## config.mk

```make
export PLATFORM = sky130hd
export DESIGN_NAME = fsk2a_pulse_modulator
export DESIGN_NICKNAME = d
export VERILOG_FILES = /design/src/hw/rtl/fsk2a_pkg.sv /design/src/hw/rtl/fsk2a_cfg.sv /design/src/hw/rtl/fsk2a_div.sv /design/src/hw/rtl/fsk2a_pulse_modulator.sv
export SDC_FILE = /design/constraint.sdc
export NUM_CORES = 1
export LEC_CHECK = 0
export BUFFER_PORTS_ARGS = -buffer_cell sky130_fd_sc_hd__buf_4
export CAP_MARGIN = 20
export CORE_UTILIZATION = 59
export DETAILED_ROUTE_END_ITERATION = 16
export HOLD_SLACK_MARGIN = 0.02
export PLACE_DENSITY = 0.77
export RECOVER_POWER = 50
export SETUP_SLACK_MARGIN = 0.5
export SKIP_CTS_REPAIR_TIMING = 1
export SLEW_MARGIN = 20
export SYNTH_ARGS = -nofsm -noshare
export SYNTH_HDL_FRONTEND = slang
export SYNTH_HIERARCHICAL = 1
export SYNTH_SLANG_ARGS = --single-unit
export TNS_END_PERCENT = 20
```

## constraint.sdc

```tcl
create_clock -name i_clk -period 5.6 [get_ports i_clk]
set_input_delay 0.56 -clock i_clk [delete_from_list [all_inputs] [get_ports i_clk]]
set_output_delay 0.56 -clock i_clk [all_outputs]
set_load 0.02 [all_outputs]
```

## src/hw/rtl/fsk2a_pkg.sv

```systemverilog
// Shared types, constants and register codes for the FSK2a pulse modulator.
package fsk2a_pkg;

    localparam int TICKS_PER_CYCLE_DEF = 8;
    localparam int MAX_ENTRIES_DEF     = 4096;
    localparam int MAX_FRAME_BITS_DEF  = 256;

    localparam int TOP_W      = 16;
    localparam int TONE_W     = 8;
    localparam int CNT_W      = 6;
    localparam int OUT_W      = 13;
    localparam int CFG_IDX_W  = 3;
    localparam int CFG_DATA_W = 16;
    localparam int MIN_TOP    = 3;

    localparam logic [TOP_W-1:0]  TOP_RST       = 16'd8;
    localparam logic [TONE_W-1:0] SHORT_CYC_RST = 8'd8;
    localparam logic [TONE_W-1:0] LONG_CYC_RST  = 8'd10;
    localparam logic [TONE_W-1:0] MARK_CYC_RST  = 8'd5;
    localparam logic [CNT_W-1:0]  SHORT_CNT_RST = 6'd6;
    localparam logic [CNT_W-1:0]  LONG_CNT_RST  = 6'd5;

    typedef enum logic [CFG_IDX_W-1:0] {
        CFG_TOP       = 3'd0,
        CFG_SHORT_CYC = 3'd1,
        CFG_LONG_CYC  = 3'd2,
        CFG_MARK_CYC  = 3'd3,
        CFG_SHORT_CNT = 3'd4,
        CFG_LONG_CNT  = 3'd5
    } t_cfg_idx;

    typedef enum logic [1:0] {
        ST_OK     = 2'd0,
        ST_TIMING = 2'd1,
        ST_LONG   = 2'd2
    } t_status;

    typedef enum logic [1:0] {
        DIV_SHORT = 2'd0,
        DIV_LONG  = 2'd1,
        DIV_MARK  = 2'd2
    } t_div_sel;

    typedef enum logic [2:0] {
        S_IDLE,
        S_DIV_GO,
        S_DIV_WAIT,
        S_MUL,
        S_CHECK,
        S_EMIT
    } t_state;

    typedef struct packed {
        logic [TOP_W-1:0]  top;
        logic [TONE_W-1:0] short_cyc;
        logic [TONE_W-1:0] long_cyc;
        logic [TONE_W-1:0] mark_cyc;
        logic [CNT_W-1:0]  short_cnt;
        logic [CNT_W-1:0]  long_cnt;
    } t_cfg;

    typedef struct packed {
        logic done;
        logic rem_zero;
    } t_div_stat;

endpackage

```

## src/hw/rtl/fsk2a_cfg.sv

```systemverilog
// Configuration register file for the FSK2a pulse modulator.
module fsk2a_cfg (
    input  logic                               i_clk,
    input  logic                               i_rst_n,
    input  logic                               i_cfg_we,
    input  logic [fsk2a_pkg::CFG_IDX_W-1:0]    i_cfg_idx,
    input  logic [fsk2a_pkg::CFG_DATA_W-1:0]   i_cfg_wdata,
    output fsk2a_pkg::t_cfg                    o_cfg
);

    fsk2a_pkg::t_cfg r_cfg;

    always_ff @(posedge i_clk) begin
        if (!i_rst_n) begin
            r_cfg.top       <= fsk2a_pkg::TOP_RST;
            r_cfg.short_cyc <= fsk2a_pkg::SHORT_CYC_RST;
            r_cfg.long_cyc  <= fsk2a_pkg::LONG_CYC_RST;
            r_cfg.mark_cyc  <= fsk2a_pkg::MARK_CYC_RST;
            r_cfg.short_cnt <= fsk2a_pkg::SHORT_CNT_RST;
            r_cfg.long_cnt  <= fsk2a_pkg::LONG_CNT_RST;
        end else if (i_cfg_we) begin
            unique case (fsk2a_pkg::t_cfg_idx'(i_cfg_idx))
                fsk2a_pkg::CFG_TOP: begin
                    r_cfg.top <= i_cfg_wdata[fsk2a_pkg::TOP_W-1:0];
                end
                fsk2a_pkg::CFG_SHORT_CYC: begin
                    r_cfg.short_cyc <= i_cfg_wdata[fsk2a_pkg::TONE_W-1:0];
                end
                fsk2a_pkg::CFG_LONG_CYC: begin
                    r_cfg.long_cyc <= i_cfg_wdata[fsk2a_pkg::TONE_W-1:0];
                end
                fsk2a_pkg::CFG_MARK_CYC: begin
                    r_cfg.mark_cyc <= i_cfg_wdata[fsk2a_pkg::TONE_W-1:0];
                end
                fsk2a_pkg::CFG_SHORT_CNT: begin
                    r_cfg.short_cnt <= i_cfg_wdata[fsk2a_pkg::CNT_W-1:0];
                end
                fsk2a_pkg::CFG_LONG_CNT: begin
                    r_cfg.long_cnt <= i_cfg_wdata[fsk2a_pkg::CNT_W-1:0];
                end
                default: begin
                end
            endcase
        end
    end

    assign o_cfg = r_cfg;

endmodule

```

## src/hw/rtl/fsk2a_div.sv

```systemverilog
// Shared restoring divider, one quotient bit per cycle.
module fsk2a_div #(
    parameter int DW = 11
) (
    input  logic                           i_clk,
    input  logic                           i_rst_n,
    input  logic                           i_start,
    input  logic [DW-1:0]                  i_dividend,
    input  logic [fsk2a_pkg::TOP_W-1:0]    i_divisor,
    output fsk2a_pkg::t_div_stat           o_stat,
    output logic [DW-1:0]                  o_quot
);

    localparam int CW = $clog2(DW + 1);

    logic                          r_busy;
    logic                          r_done;
    logic [CW-1:0]                 r_cnt;
    logic [DW-1:0]                 r_quot;
    logic [fsk2a_pkg::TOP_W-1:0]   r_rem;
    logic [fsk2a_pkg::TOP_W-1:0]   r_divisor;
    logic [fsk2a_pkg::TOP_W:0]     w_rem_sh;
    logic                          w_ge;

    assign w_rem_sh = {r_rem, r_quot[DW-1]};
    assign w_ge     = (w_rem_sh >= {1'b0, r_divisor});

    always_ff @(posedge i_clk) begin
        if (!i_rst_n) begin
            r_busy <= 1'b0;
            r_done <= 1'b0;
            r_cnt  <= '0;
        end else if (i_start) begin
            r_busy <= 1'b1;
            r_done <= 1'b0;
            r_cnt  <= CW'(DW);
        end else if (r_busy) begin
            r_cnt <= r_cnt - 1'b1;
            if (r_cnt == CW'(1)) begin
                r_busy <= 1'b0;
                r_done <= 1'b1;
            end
        end else begin
            r_done <= 1'b0;
        end
    end

    // Dividend bits shift out at the top while quotient bits enter at the bottom
    always_ff @(posedge i_clk) begin
        if (i_start) begin
            r_quot    <= i_dividend;
            r_rem     <= '0;
            r_divisor <= i_divisor;
        end else if (r_busy) begin
            r_quot <= {r_quot[DW-2:0], w_ge};
            if (w_ge) begin
                r_rem <= fsk2a_pkg::TOP_W'(w_rem_sh - {1'b0, r_divisor});
            end else begin
                r_rem <= w_rem_sh[fsk2a_pkg::TOP_W-1:0];
            end
        end
    end

    assign o_stat.done     = r_done;
    assign o_stat.rem_zero = (r_rem == '0);
    assign o_quot          = r_quot;

endmodule

```

## src/hw/rtl/fsk2a_pulse_modulator.sv

```systemverilog
// Top level of the FSK2a pulse modulator: sequencer, frame counters and result register.
//
// Each frame bit is taken on the input channel and turned into one result per tone
// pulse (or a single error result). The divisions by counter_top_ticks (short
// tone, long tone, mark) run one after another through one restoring divider of W
// bits, W = clog2(255 * TICKS_PER_CYCLE + 1) (11 at the default), and stop at the
// first one that leaves a remainder. For each division the sequencer passes through
// S_DIV_GO and S_DIV_WAIT; after the mark it passes S_MUL and S_CHECK, and S_EMIT
// then offers the results, one result per cycle while the output side takes them.
// A counter top below the minimum is reported in the cycle after the bit is taken;
// a remainder error is offered once the division of the short tone, the long tone
// or the mark that left it is done. The input is not ready until the last result
// of the previous bit has been taken; configuration must only be written while the
// block is idle.
module fsk2a_pulse_modulator #(
    parameter int TICKS_PER_CYCLE = fsk2a_pkg::TICKS_PER_CYCLE_DEF,
    parameter int MAX_ENTRIES     = fsk2a_pkg::MAX_ENTRIES_DEF,
    parameter int MAX_FRAME_BITS  = fsk2a_pkg::MAX_FRAME_BITS_DEF
) (
    input  logic                               i_clk,
    input  logic                               i_rst_n,
    input  logic                               i_cfg_we,
    input  logic [fsk2a_pkg::CFG_IDX_W-1:0]    i_cfg_idx,
    input  logic [fsk2a_pkg::CFG_DATA_W-1:0]   i_cfg_wdata,
    input  logic                               i_in_valid,
    output logic                               o_in_ready,
    input  logic                               i_data_bit,
    input  logic                               i_last_bit,
    output logic                               o_out_valid,
    input  logic                               i_out_ready,
    output logic [fsk2a_pkg::OUT_W-1:0]        o_high_entries,
    output logic [fsk2a_pkg::OUT_W-1:0]        o_low_entries,
    output logic                               o_tone_is_long,
    output logic                               o_last_of_bit,
    output logic [1:0]                         o_status
);

    localparam int DW    = $clog2((2 ** fsk2a_pkg::TONE_W - 1) * TICKS_PER_CYCLE + 1);
    localparam int TOT_W = DW + fsk2a_pkg::CNT_W;
    localparam int EW    = $clog2(MAX_ENTRIES + 1);
    localparam int BW    = $clog2(MAX_FRAME_BITS + 1);
    localparam int SUM_W = ((EW > TOT_W) ? EW : TOT_W) + 1;

    fsk2a_pkg::t_cfg       w_cfg;
    fsk2a_pkg::t_div_stat  w_div_stat;
    fsk2a_pkg::t_state     r_state, n_state;
    fsk2a_pkg::t_div_sel   r_sel;
    fsk2a_pkg::t_status    r_status;

    logic                          w_div_start;
    logic [DW-1:0]                 w_dividend;
    logic [DW-1:0]                 w_quot;
    logic [fsk2a_pkg::TONE_W-1:0]  w_tone;
    logic [fsk2a_pkg::CNT_W-1:0]   w_pulses;
    logic [DW-1:0]                 w_hi;
    logic                          w_too_long;
    logic                          w_empty;
    logic                          w_accept;
    logic                          w_out_take;
    logic                          w_final;

    logic                          r_bit;
    logic                          r_last;
    logic [DW-1:0]                 r_tone_ent;
    logic [DW-1:0]                 r_mark_e;
    logic [TOT_W-1:0]              r_total;
    logic [fsk2a_pkg::CNT_W-1:0]   r_left;
    logic [fsk2a_pkg::OUT_W-1:0]   r_hi;
    logic [fsk2a_pkg::OUT_W-1:0]   r_lo;
    logic [EW-1:0]                 r_entries;
    logic [BW-1:0]                 r_bits;

    fsk2a_cfg u_cfg (
        .i_clk       (i_clk),
        .i_rst_n     (i_rst_n),
        .i_cfg_we    (i_cfg_we),
        .i_cfg_idx   (i_cfg_idx),
        .i_cfg_wdata (i_cfg_wdata),
        .o_cfg       (w_cfg)
    );

    always_comb begin
        case (r_sel)
            fsk2a_pkg::DIV_SHORT: w_tone = w_cfg.short_cyc;
            fsk2a_pkg::DIV_LONG:  w_tone = w_cfg.long_cyc;
            default:              w_tone = w_cfg.mark_cyc;
        endcase
    end

    assign w_dividend = DW'(32'(w_tone) * TICKS_PER_CYCLE);

    fsk2a_div #(
        .DW (DW)
    ) u_div (
        .i_clk      (i_clk),
        .i_rst_n    (i_rst_n),
        .i_start    (w_div_start),
        .i_dividend (w_dividend),
        .i_divisor  (w_cfg.top),
        .o_stat     (w_div_stat),
        .o_quot     (w_quot)
    );

    assign w_pulses   = r_bit ? w_cfg.long_cnt : w_cfg.short_cnt;
    assign w_hi       = (r_mark_e < r_tone_ent) ? r_mark_e : r_tone_ent;
    assign w_too_long = ((BW + 1)'(r_bits) + 1'b1 > (BW + 1)'(MAX_FRAME_BITS))
                     || (SUM_W'(r_entries) + SUM_W'(r_total) > SUM_W'(MAX_ENTRIES));
    assign w_empty    = (r_tone_ent == '0) || (w_pulses == '0);

    assign w_accept   = i_in_valid && o_in_ready;
    assign w_out_take = o_out_valid && i_out_ready;
    assign w_final    = (r_status != fsk2a_pkg::ST_OK)
                     || (r_left == fsk2a_pkg::CNT_W'(1));

    always_ff @(posedge i_clk) begin
        if (!i_rst_n) begin
            r_state <= fsk2a_pkg::S_IDLE;
        end else begin
            r_state <= n_state;
        end
    end

    always_comb begin
        n_state     = r_state;
        w_div_start = 1'b0;
        o_in_ready  = 1'b0;
        o_out_valid = 1'b0;
        unique case (r_state)
            fsk2a_pkg::S_IDLE: begin
                o_in_ready = 1'b1;
                if (i_in_valid) begin
                    if (w_cfg.top < fsk2a_pkg::TOP_W'(fsk2a_pkg::MIN_TOP)) begin
                        n_state = fsk2a_pkg::S_EMIT;
                    end else begin
                        n_state = fsk2a_pkg::S_DIV_GO;
                    end
                end
            end
            fsk2a_pkg::S_DIV_GO: begin
                w_div_start = 1'b1;
                n_state     = fsk2a_pkg::S_DIV_WAIT;
            end
            fsk2a_pkg::S_DIV_WAIT: begin
                if (w_div_stat.done) begin
                    if (!w_div_stat.rem_zero) begin
                        n_state = fsk2a_pkg::S_EMIT;
                    end else if (r_sel == fsk2a_pkg::DIV_MARK) begin
                        n_state = fsk2a_pkg::S_MUL;
                    end else begin
                        n_state = fsk2a_pkg::S_DIV_GO;
                    end
                end
            end
            fsk2a_pkg::S_MUL: begin
                n_state = fsk2a_pkg::S_CHECK;
            end
            fsk2a_pkg::S_CHECK: begin
                if (!w_too_long && w_empty) begin
                    n_state = fsk2a_pkg::S_IDLE;
                end else begin
                    n_state = fsk2a_pkg::S_EMIT;
                end
            end
            fsk2a_pkg::S_EMIT: begin
                o_out_valid = 1'b1;
                if (i_out_ready && w_final) begin
                    n_state = fsk2a_pkg::S_IDLE;
                end
            end
            default: begin
                n_state = fsk2a_pkg::S_IDLE;
            end
        endcase
    end

    // Frame counters; drop them after the last bit of a frame, error or not
    always_ff @(posedge i_clk) begin
        if (!i_rst_n) begin
            r_entries <= '0;
            r_bits    <= '0;
        end else if (r_state == fsk2a_pkg::S_CHECK && !w_too_long) begin
            if (w_empty && r_last) begin
                r_entries <= '0;
                r_bits    <= '0;
            end else begin
                r_entries <= EW'(SUM_W'(r_entries) + SUM_W'(r_total));
                r_bits    <= r_bits + 1'b1;
            end
        end else if (w_out_take && w_final && r_last) begin
            r_entries <= '0;
            r_bits    <= '0;
        end
    end

    always_ff @(posedge i_clk) begin
        if (w_accept) begin
            r_bit  <= i_data_bit;
            r_last <= i_last_bit;
            r_sel  <= fsk2a_pkg::DIV_SHORT;
            r_hi   <= '0;
            r_lo   <= '0;
            if (w_cfg.top < fsk2a_pkg::TOP_W'(fsk2a_pkg::MIN_TOP)) begin
                r_status <= fsk2a_pkg::ST_TIMING;
            end else begin
                r_status <= fsk2a_pkg::ST_OK;
            end
        end
        if (r_state == fsk2a_pkg::S_DIV_WAIT && w_div_stat.done) begin
            if (!w_div_stat.rem_zero) begin
                r_status <= fsk2a_pkg::ST_TIMING;
            end
            case (r_sel)
                fsk2a_pkg::DIV_SHORT: begin
                    if (!r_bit) begin
                        r_tone_ent <= w_quot;
                    end
                    r_sel <= fsk2a_pkg::DIV_LONG;
                end
                fsk2a_pkg::DIV_LONG: begin
                    if (r_bit) begin
                        r_tone_ent <= w_quot;
                    end
                    r_sel <= fsk2a_pkg::DIV_MARK;
                end
                default: begin
                    r_mark_e <= w_quot;
                end
            endcase
        end
        if (r_state == fsk2a_pkg::S_MUL) begin
            r_total <= TOT_W'(r_tone_ent) * TOT_W'(w_pulses);
        end
        if (r_state == fsk2a_pkg::S_CHECK) begin
            r_left <= w_pulses;
            if (w_too_long) begin
                r_status <= fsk2a_pkg::ST_LONG;
            end else begin
                r_hi <= fsk2a_pkg::OUT_W'(w_hi);
                r_lo <= fsk2a_pkg::OUT_W'(r_tone_ent - w_hi);
            end
        end
        if (w_out_take) begin
            r_left <= r_left - 1'b1;
        end
    end

    assign o_high_entries = r_hi;
    assign o_low_entries  = r_lo;
    assign o_tone_is_long = r_bit;
    assign o_last_of_bit  = w_final;
    assign o_status       = r_status;

endmodule

```

After elaboration in Yosys (flattened, before gate mapping)
Index checks and enable logic that the tools add are counted.
- shift operators: 0
- equality and inequality tests: 19
- bitwise gates (word level): 3
- order comparisons: 5
- add/sub/neg operators: 7
- $mul: 1
- mux-type cells: 48
- reductions and logical operators: 36
- divide/modulo/power cells: 0
- operators with widths (operator ; count):
    2-to-1 mux 13 bit ; 9
    2-to-1 mux 11 bit ; 5
    2-to-1 mux 9 bit ; 3
    case mux 11 bit (2 select lines) ; 1
    adder 13 x 17 -> 18 bit ; 1
    greater-than comparator 18 x 13 -> 1 bit (second input constant) ; 1
    2-to-1 mux 3 bit ; 6
    2-to-1 mux 6 bit ; 3
    case mux 3 bit (6 select lines) ; 1
    >= comparator 17 x 16 -> 1 bit ; 1
    multiplier 11 x 6 -> 17 bit ; 1
    zero test 16 bit ; 1
    less-than comparator 16 x 2 -> 1 bit (second input constant) ; 1
    2-to-1 mux 16 bit ; 1
    2-to-1 mux 2 bit ; 8
    case mux 8 bit (2 select lines) ; 1
    subtractor 16 bit ; 1
    AND reduction 2 bit ; 7
    equality test 3 x 2 -> 1 bit (second input constant) ; 4
    equality test 3 bit (second input constant) ; 4
    subtractor 11 x 11 -> 12 bit ; 1
    zero test 11 bit ; 1
    less-than comparator 11 bit ; 1
    adder 9 x 1 -> 10 bit (second input constant) ; 1
    26 further kinds ; 55
- ROM bits: 0
- bits in writable memories: 0
- bits in registers: 203
- bits in latches: 0
- output and inout bits: 32
- input port bits: 26
- memories: 0

Longest topological paths before layout
- depth in word-level cells: 8
- mapped depth: 21

Hierarchy
Netlist, hierarchy kept.
- by module, submodules not included (module ; area an instance (sq um) ; times used ; cells each):
    fsk2a_pulse_modulator ; 7729.9 ; 1 ; 821
    fsk2a_div ; 3001.6 ; 1 ; 306
    fsk2a_cfg ; 2016.9 ; 1 ; 197

Least setup slack after synthesis
Ideal clock, no wire load.
- kind: reg2reg
- start point: register r_bit (netlist: o_tone_is_long)
- end point: register r_total[15] (data pin)
- path slack: 0.707 ns
- clock period less this slack: 4.893 ns
- library setup time: 0.266 ns
- cell stages (with the launch flop): 19
- arrival: 4.627 ns
- path through: edfxtp_1 buf_2 mux2i_1 clkbuf_1 nand2b_1 fa_1 fa_1 fa_1 inv_1 ha_1 a21o_1 a21oi_1 o21bai_1 a21oi_1 nor2b_1 o2111ai_1 nand3_1 o41ai_1 xnor2_1
- cells in the longest elaborated chain, start to end: 2
- ends and longest elaborated chain (item ; RTL line ; source):
    from (decl) ; fsk2a_pulse_modulator.sv:62 ; logic r_bit;
    from (signal assigned) ; fsk2a_pulse_modulator.sv:197 ; r_bit <= i_data_bit;
    2-to-1 mux 6 bit ; fsk2a_pulse_modulator.sv:104 ; assign w_pulses = r_bit ? w_cfg.long_cnt : w_cfg.short_cnt;
    multiplier 11 x 6 -> 17 bit ; fsk2a_pulse_modulator.sv:231 ; r_total <= TOT_W'(r_tone_ent) * TOT_W'(w_pulses);
    to (signal assigned) ; fsk2a_pulse_modulator.sv:231 ;
    to (decl) ; fsk2a_pulse_modulator.sv:66 ; logic [TOT_W-1:0] r_total;
No other way between the ends.
A chain may end at the register's enable or synchronous reset.

Worst setup path after layout
Same ends and word-level chain as after synthesis.

==> metrics.md <==
| Metric | Value |
|---|---|
| Status | complete, but fails checks |
| Failing checks | capacitance limit, slew limit |
| Reg2reg start | o_tone_is_long$_DFFE_PP_ |
| Synth Area in XOR/XNOR | 0.0330 |
| Worst Skew | 0.0256 ns |
| Pre-CTS WS | around 0.61 ns |
| Die Ht | ~150 µm |
| Non-filler cells, final | 1,653 |
| Post-synthesis compound-gate area fraction | 0.148 |
| Max frequency | 0.201 GHz |
| Via count | a little under 10,000 |
| Met3 global-route usage | 0.0339 |
| Total placed cells including tap cells | around 1,600 |
| CP bufs+invs | 4 |
| Critical Path RT | 5.85 ns |
| Synth Area in Simple Gates | 0.164 |
| Clock Pin Slew Worst Setup and Hold Paths | 0.06 ns |
| CORE AREA | 21,100 µm² |
| Global-route wire length before repair | roughly 46 mm |
| Crit-path slowest cell | fa_1 |
| Clock Sinks | 203 |
| Antenna cell count | 0 |
| Final hold violations | 0 |
| Largest family of logic cells by synthesized area | simple AND/OR/NAND/NOR gates |
| Clk buf depth | 3 |
| DR iter-0 viols | ~550 |
| Post-Synth Adder-Cell Area | 0.142 |
| Final period utilization | 0.887 |
| Final setup TNS | 0 ns |
| Worst Path Max Fanout | 10 |
| Yosys reg bits | about 200 |
| Avg WL per Cell | 17.2 µm |
| DR DRC count | 0 |
| Min cycle time layout | 4.97 ns |
| Synthesized area per cell | 9.63 µm² |
| Most Frequent Cell on Critical Path | fa_1 |
| Commonest non-fill, non-tap cells in the layout | nand2_1 (135), dfxtp_1 (129), inv_1 (98), nor2_1 (91), mux2i_1 (83) |
| Share of layout cells above drive strength 1 | 0.0878 |
| Synth cell types | 92 |
| Pwr/cell area | 367 nW/µm² |
| Leak Pwr | 5.94 nW |
| Cell count after synthesis | 1,324 |
| CP cell instances | buf_4 -> mux2i_1 -> clkbuf_1 -> nor2_1 -> fa_1 -> inv_1 -> fa_1 -> fa_1 -> inv_1 -> ha_1 -> a21o_1 -> a21oi_1 -> o21bai_1 -> a21oi_1 -> nor2b_1 -> o2111ai_1 -> nand3_1 -> o41ai_1 -> xnor2_1 |
| Max Slew Vio Count | around 120 |
| First drt pass iteration count | 5 |
| GRT overflow | 0 |
| Register area share after synthesis | 0.377 |
| Synth-to-layout area growth | 8.83% |
| R2r worst-path depth | 19 |
| FP Rows | 53 |
| Vias per inst | 5.85 |
| Critical path depth in cells | 19 |
| Critical path class | reg -> reg |
| Clk root buf | clkbuf_16 |
| Flop-to-flop setup slack | ~0.63 ns |
| TritonCTS clock tree | built |
| Number of synthesized flops with an enable pin | 74 |
| Max VDD drop | 0.000352 V |
| Async SR Flop Fraction | 0 |
| CP endpoint | r_total[15]$_DFFE_PP_ |
| CP delay by family, top | adder cells |
| GPL Wtd Cong | 0.884 |
| Crit path DAT | 5.21 ns |
| Port buffer count | 57 |
| Initial antenna violation count | 0 |
| Endpoints failing setup | 0 |
| Setup ws final | 0.635 ns |
| Slowest Stage Delay on Critical Path | ~0.54 ns |
| Final WL | 28.4 mm |
| Boundary Pins | 58 |
| Die W | 149 µm |
| Largest net degree at the start of global routing | 83 |
| RSZ-0062 raised after global routing | true |
| Critical Path Sink Type | register |
| Reg2Reg Capture Point | r_total[15]$_DFFE_PP_ |
| Mapped cell area | roughly 13,000 µm² |
| H-tree levels | 1 |
| Max-cap violations | 2 |
| GR Layer Usage met2 | 0.452 |
| Yosys warnings | 6 |
| Slew @ Worst Pin | 3.21 ns |
| HPWL after detailed placement | 21.0 mm |
| Num CTS Buffers | 22 |
| HP Start | i_last_bit |
| Worst-Skew Late Latency | 0.53 ns |
| Total Routing Usage GR | 0.258 |
| Met1 Usage GRT | 0.332 |
| Worst rel slew slack | -1.14 |
| Final-stage net count | 1,509 |
| Grt peak-use layer | met2 |
| Worst setup startpoint | o_tone_is_long$_DFFE_PP_ |
| Vias in the first global route | 9,386 |
| Most common cell after layout, fill and taps aside | nand2_1 |
| CP Launch Type | register |
| Number of routed nets with antenna violations | 0 |
| Worst hold path stage count | 1 |
| Primary FF master, synth | dfxtp_1 |
| Hold Path Class | in -> reg |
| DIE AREA | approximately 22,000 µm² |
| Post-synthesis mux area share | 0.0811 |
| Starting Density | 0.605 |
worst reg2reg max path, stage by stage (launching register included):
cell and delay, ns:
edfxtp_1 0.32, buf_4 0.19, mux2i_1 0.21, clkbuf_1 0.36, nor2_1 0.10, fa_1 0.49
inv_1 0.05, fa_1 0.46, fa_1 0.54, inv_1 0.04, ha_1 0.34, a21o_1 0.18
a21oi_1 0.25, o21bai_1 0.09, a21oi_1 0.23, nor2b_1 0.09, o2111ai_1 0.18, nand3_1 0.12
o41ai_1 0.35, xnor2_1 0.11
power by group:
group          switching, mW  leakage (nW)  internal (mW)
registers              0.181          1.72           1.81
clock network          0.594         0.349          0.782
logic                   1.02          3.87          0.699
total                   1.80          5.94           3.29
area by class of cell:
| cell class | count | area, µm² |
|---|---|---|
| Sequential cell | 203 | 4800 |
| Multi-Input combinational cell | 965 | 7250 |
| Clock inverter | 10 | 73.8 |
| Fill cell | 1704 | 7210 |
| Timing Repair Buffer | 72 | 409 |
| Inverter | 98 | 368 |
| Tap cell | 275 | 344 |
| Clock buffer | 30 | 621 |
worst min path at each step:
stage                                    end  slack [ns]
3_3_place_gp    u_div/r_divisor[5]$_DFFE_PP_        0.44
4_1_cts                     r_last$_DFFE_PP_        0.23
6_report                    r_last$_DFFE_PP_        0.27
5_1_grt                     r_last$_DFFE_PP_        0.25
2_1_floorplan  u_div/r_divisor[13]$_DFFE_PP_        0.43
3_5_place_dp   u_div/r_divisor[12]$_DFFE_PP_        0.44
cells in the mapped netlist (6+ instances only):
| cell type | n | area share |
|---|---|---|
| a211o_1 | 6 | 0.0041 |
| and4_1 | 7 | 0.0048 |
| or3_1 | 6 | 0.0029 |
| a31oi_1 | 7 | 0.0034 |
| nand2b_1 | 19 | 0.0093 |
| nor2b_1 | 26 | 0.013 |
| dfxtp_1 | 129 | 0.20 |
| a21oi_1 | 51 | 0.020 |
| a21o_1 | 22 | 0.013 |
| inv_1 | 98 | 0.029 |
| buf_2 | 17 | 0.0067 |
| o21a_1 | 7 | 0.0041 |
| mux2i_1 | 83 | 0.065 |
| o21ai_1 | 21 | 0.0082 |
| nor4_1 | 12 | 0.0059 |
| a22o_1 | 8 | 0.0055 |
| nor3_1 | 21 | 0.0082 |
| clkbuf_1 | 27 | 0.0079 |
| nand3_1 | 46 | 0.018 |
| o2bb2ai_1 | 9 | 0.0062 |
| xnor2_1 | 28 | 0.019 |
| nand2_1 | 135 | 0.040 |
| fa_1 | 40 | 0.063 |
| nand4_1 | 12 | 0.0059 |
| or2_2 | 7 | 0.0034 |
| and2_1 | 11 | 0.0054 |
| buf_6 | 7 | 0.0062 |
| edfxtp_1 | 74 | 0.17 |
| o21ai_0 | 55 | 0.022 |
| nor2_1 | 92 | 0.027 |
| mux2_2 | 18 | 0.016 |
| and3_1 | 7 | 0.0034 |
| xor2_1 | 20 | 0.014 |
| a211oi_1 | 9 | 0.0053 |
| ha_1 | 81 | 0.079 |
through the flow:
| stage | util | instance area [µm²] | hold WS [ns] | power (mW) |
|---|---|---|---|---|
| 2_1_floorplan | - | 12800 | 0.430 | 3.28 |
| 3_3_place_gp | 0.631 | 13300 | 0.441 | 3.66 |
| 3_5_place_dp | 0.631 | 13300 | 0.443 | 3.72 |
| 4_1_cts | 0.664 | 14000 | 0.233 | 5.10 |
| 5_1_grt | 0.658 | 13900 | 0.254 | 5.37 |
| 6_report | 0.658 | 13900 | 0.266 | 5.09 |
state kept, by name, indices dropped and copies added, names as in the netlist, 6 cells and up:
register,cells
r_tone_ent,11
r_entries,13
r_mark_e,11
u_cfg/o_cfg,52
r_total,17
u_div/o_quot,11
r_left,6
r_bits,9
u_div/r_rem,16
o_high_entries,13
u_div/r_divisor,16
o_low_entries,13
routing by layer:
layer / vias to the layer above / part of all wire / wire length [µm]
met5: - / 0 / 0
met4: 0 / 0.025 / 700
met3: 50 / 0.042 / 1200
met2: 221 / 0.49 / 14000
met1: 4623 / 0.44 / 12400
li1: 4776 / - / -
logic make-up (layout without fill, tap and decap cells):
kind of cell               count (synthesis)  after routing
AOI/OAI and AO/OA                        269            269
buffers and inverters                    158            210
and+or+nand+nor                          423            423
other                                      1              3
xor gates and xnor gates                  48             48
muxes                                    101            101
DFF                                      203            203
adders and majority gates                121            121
Power figures use the tool's default switching activity.
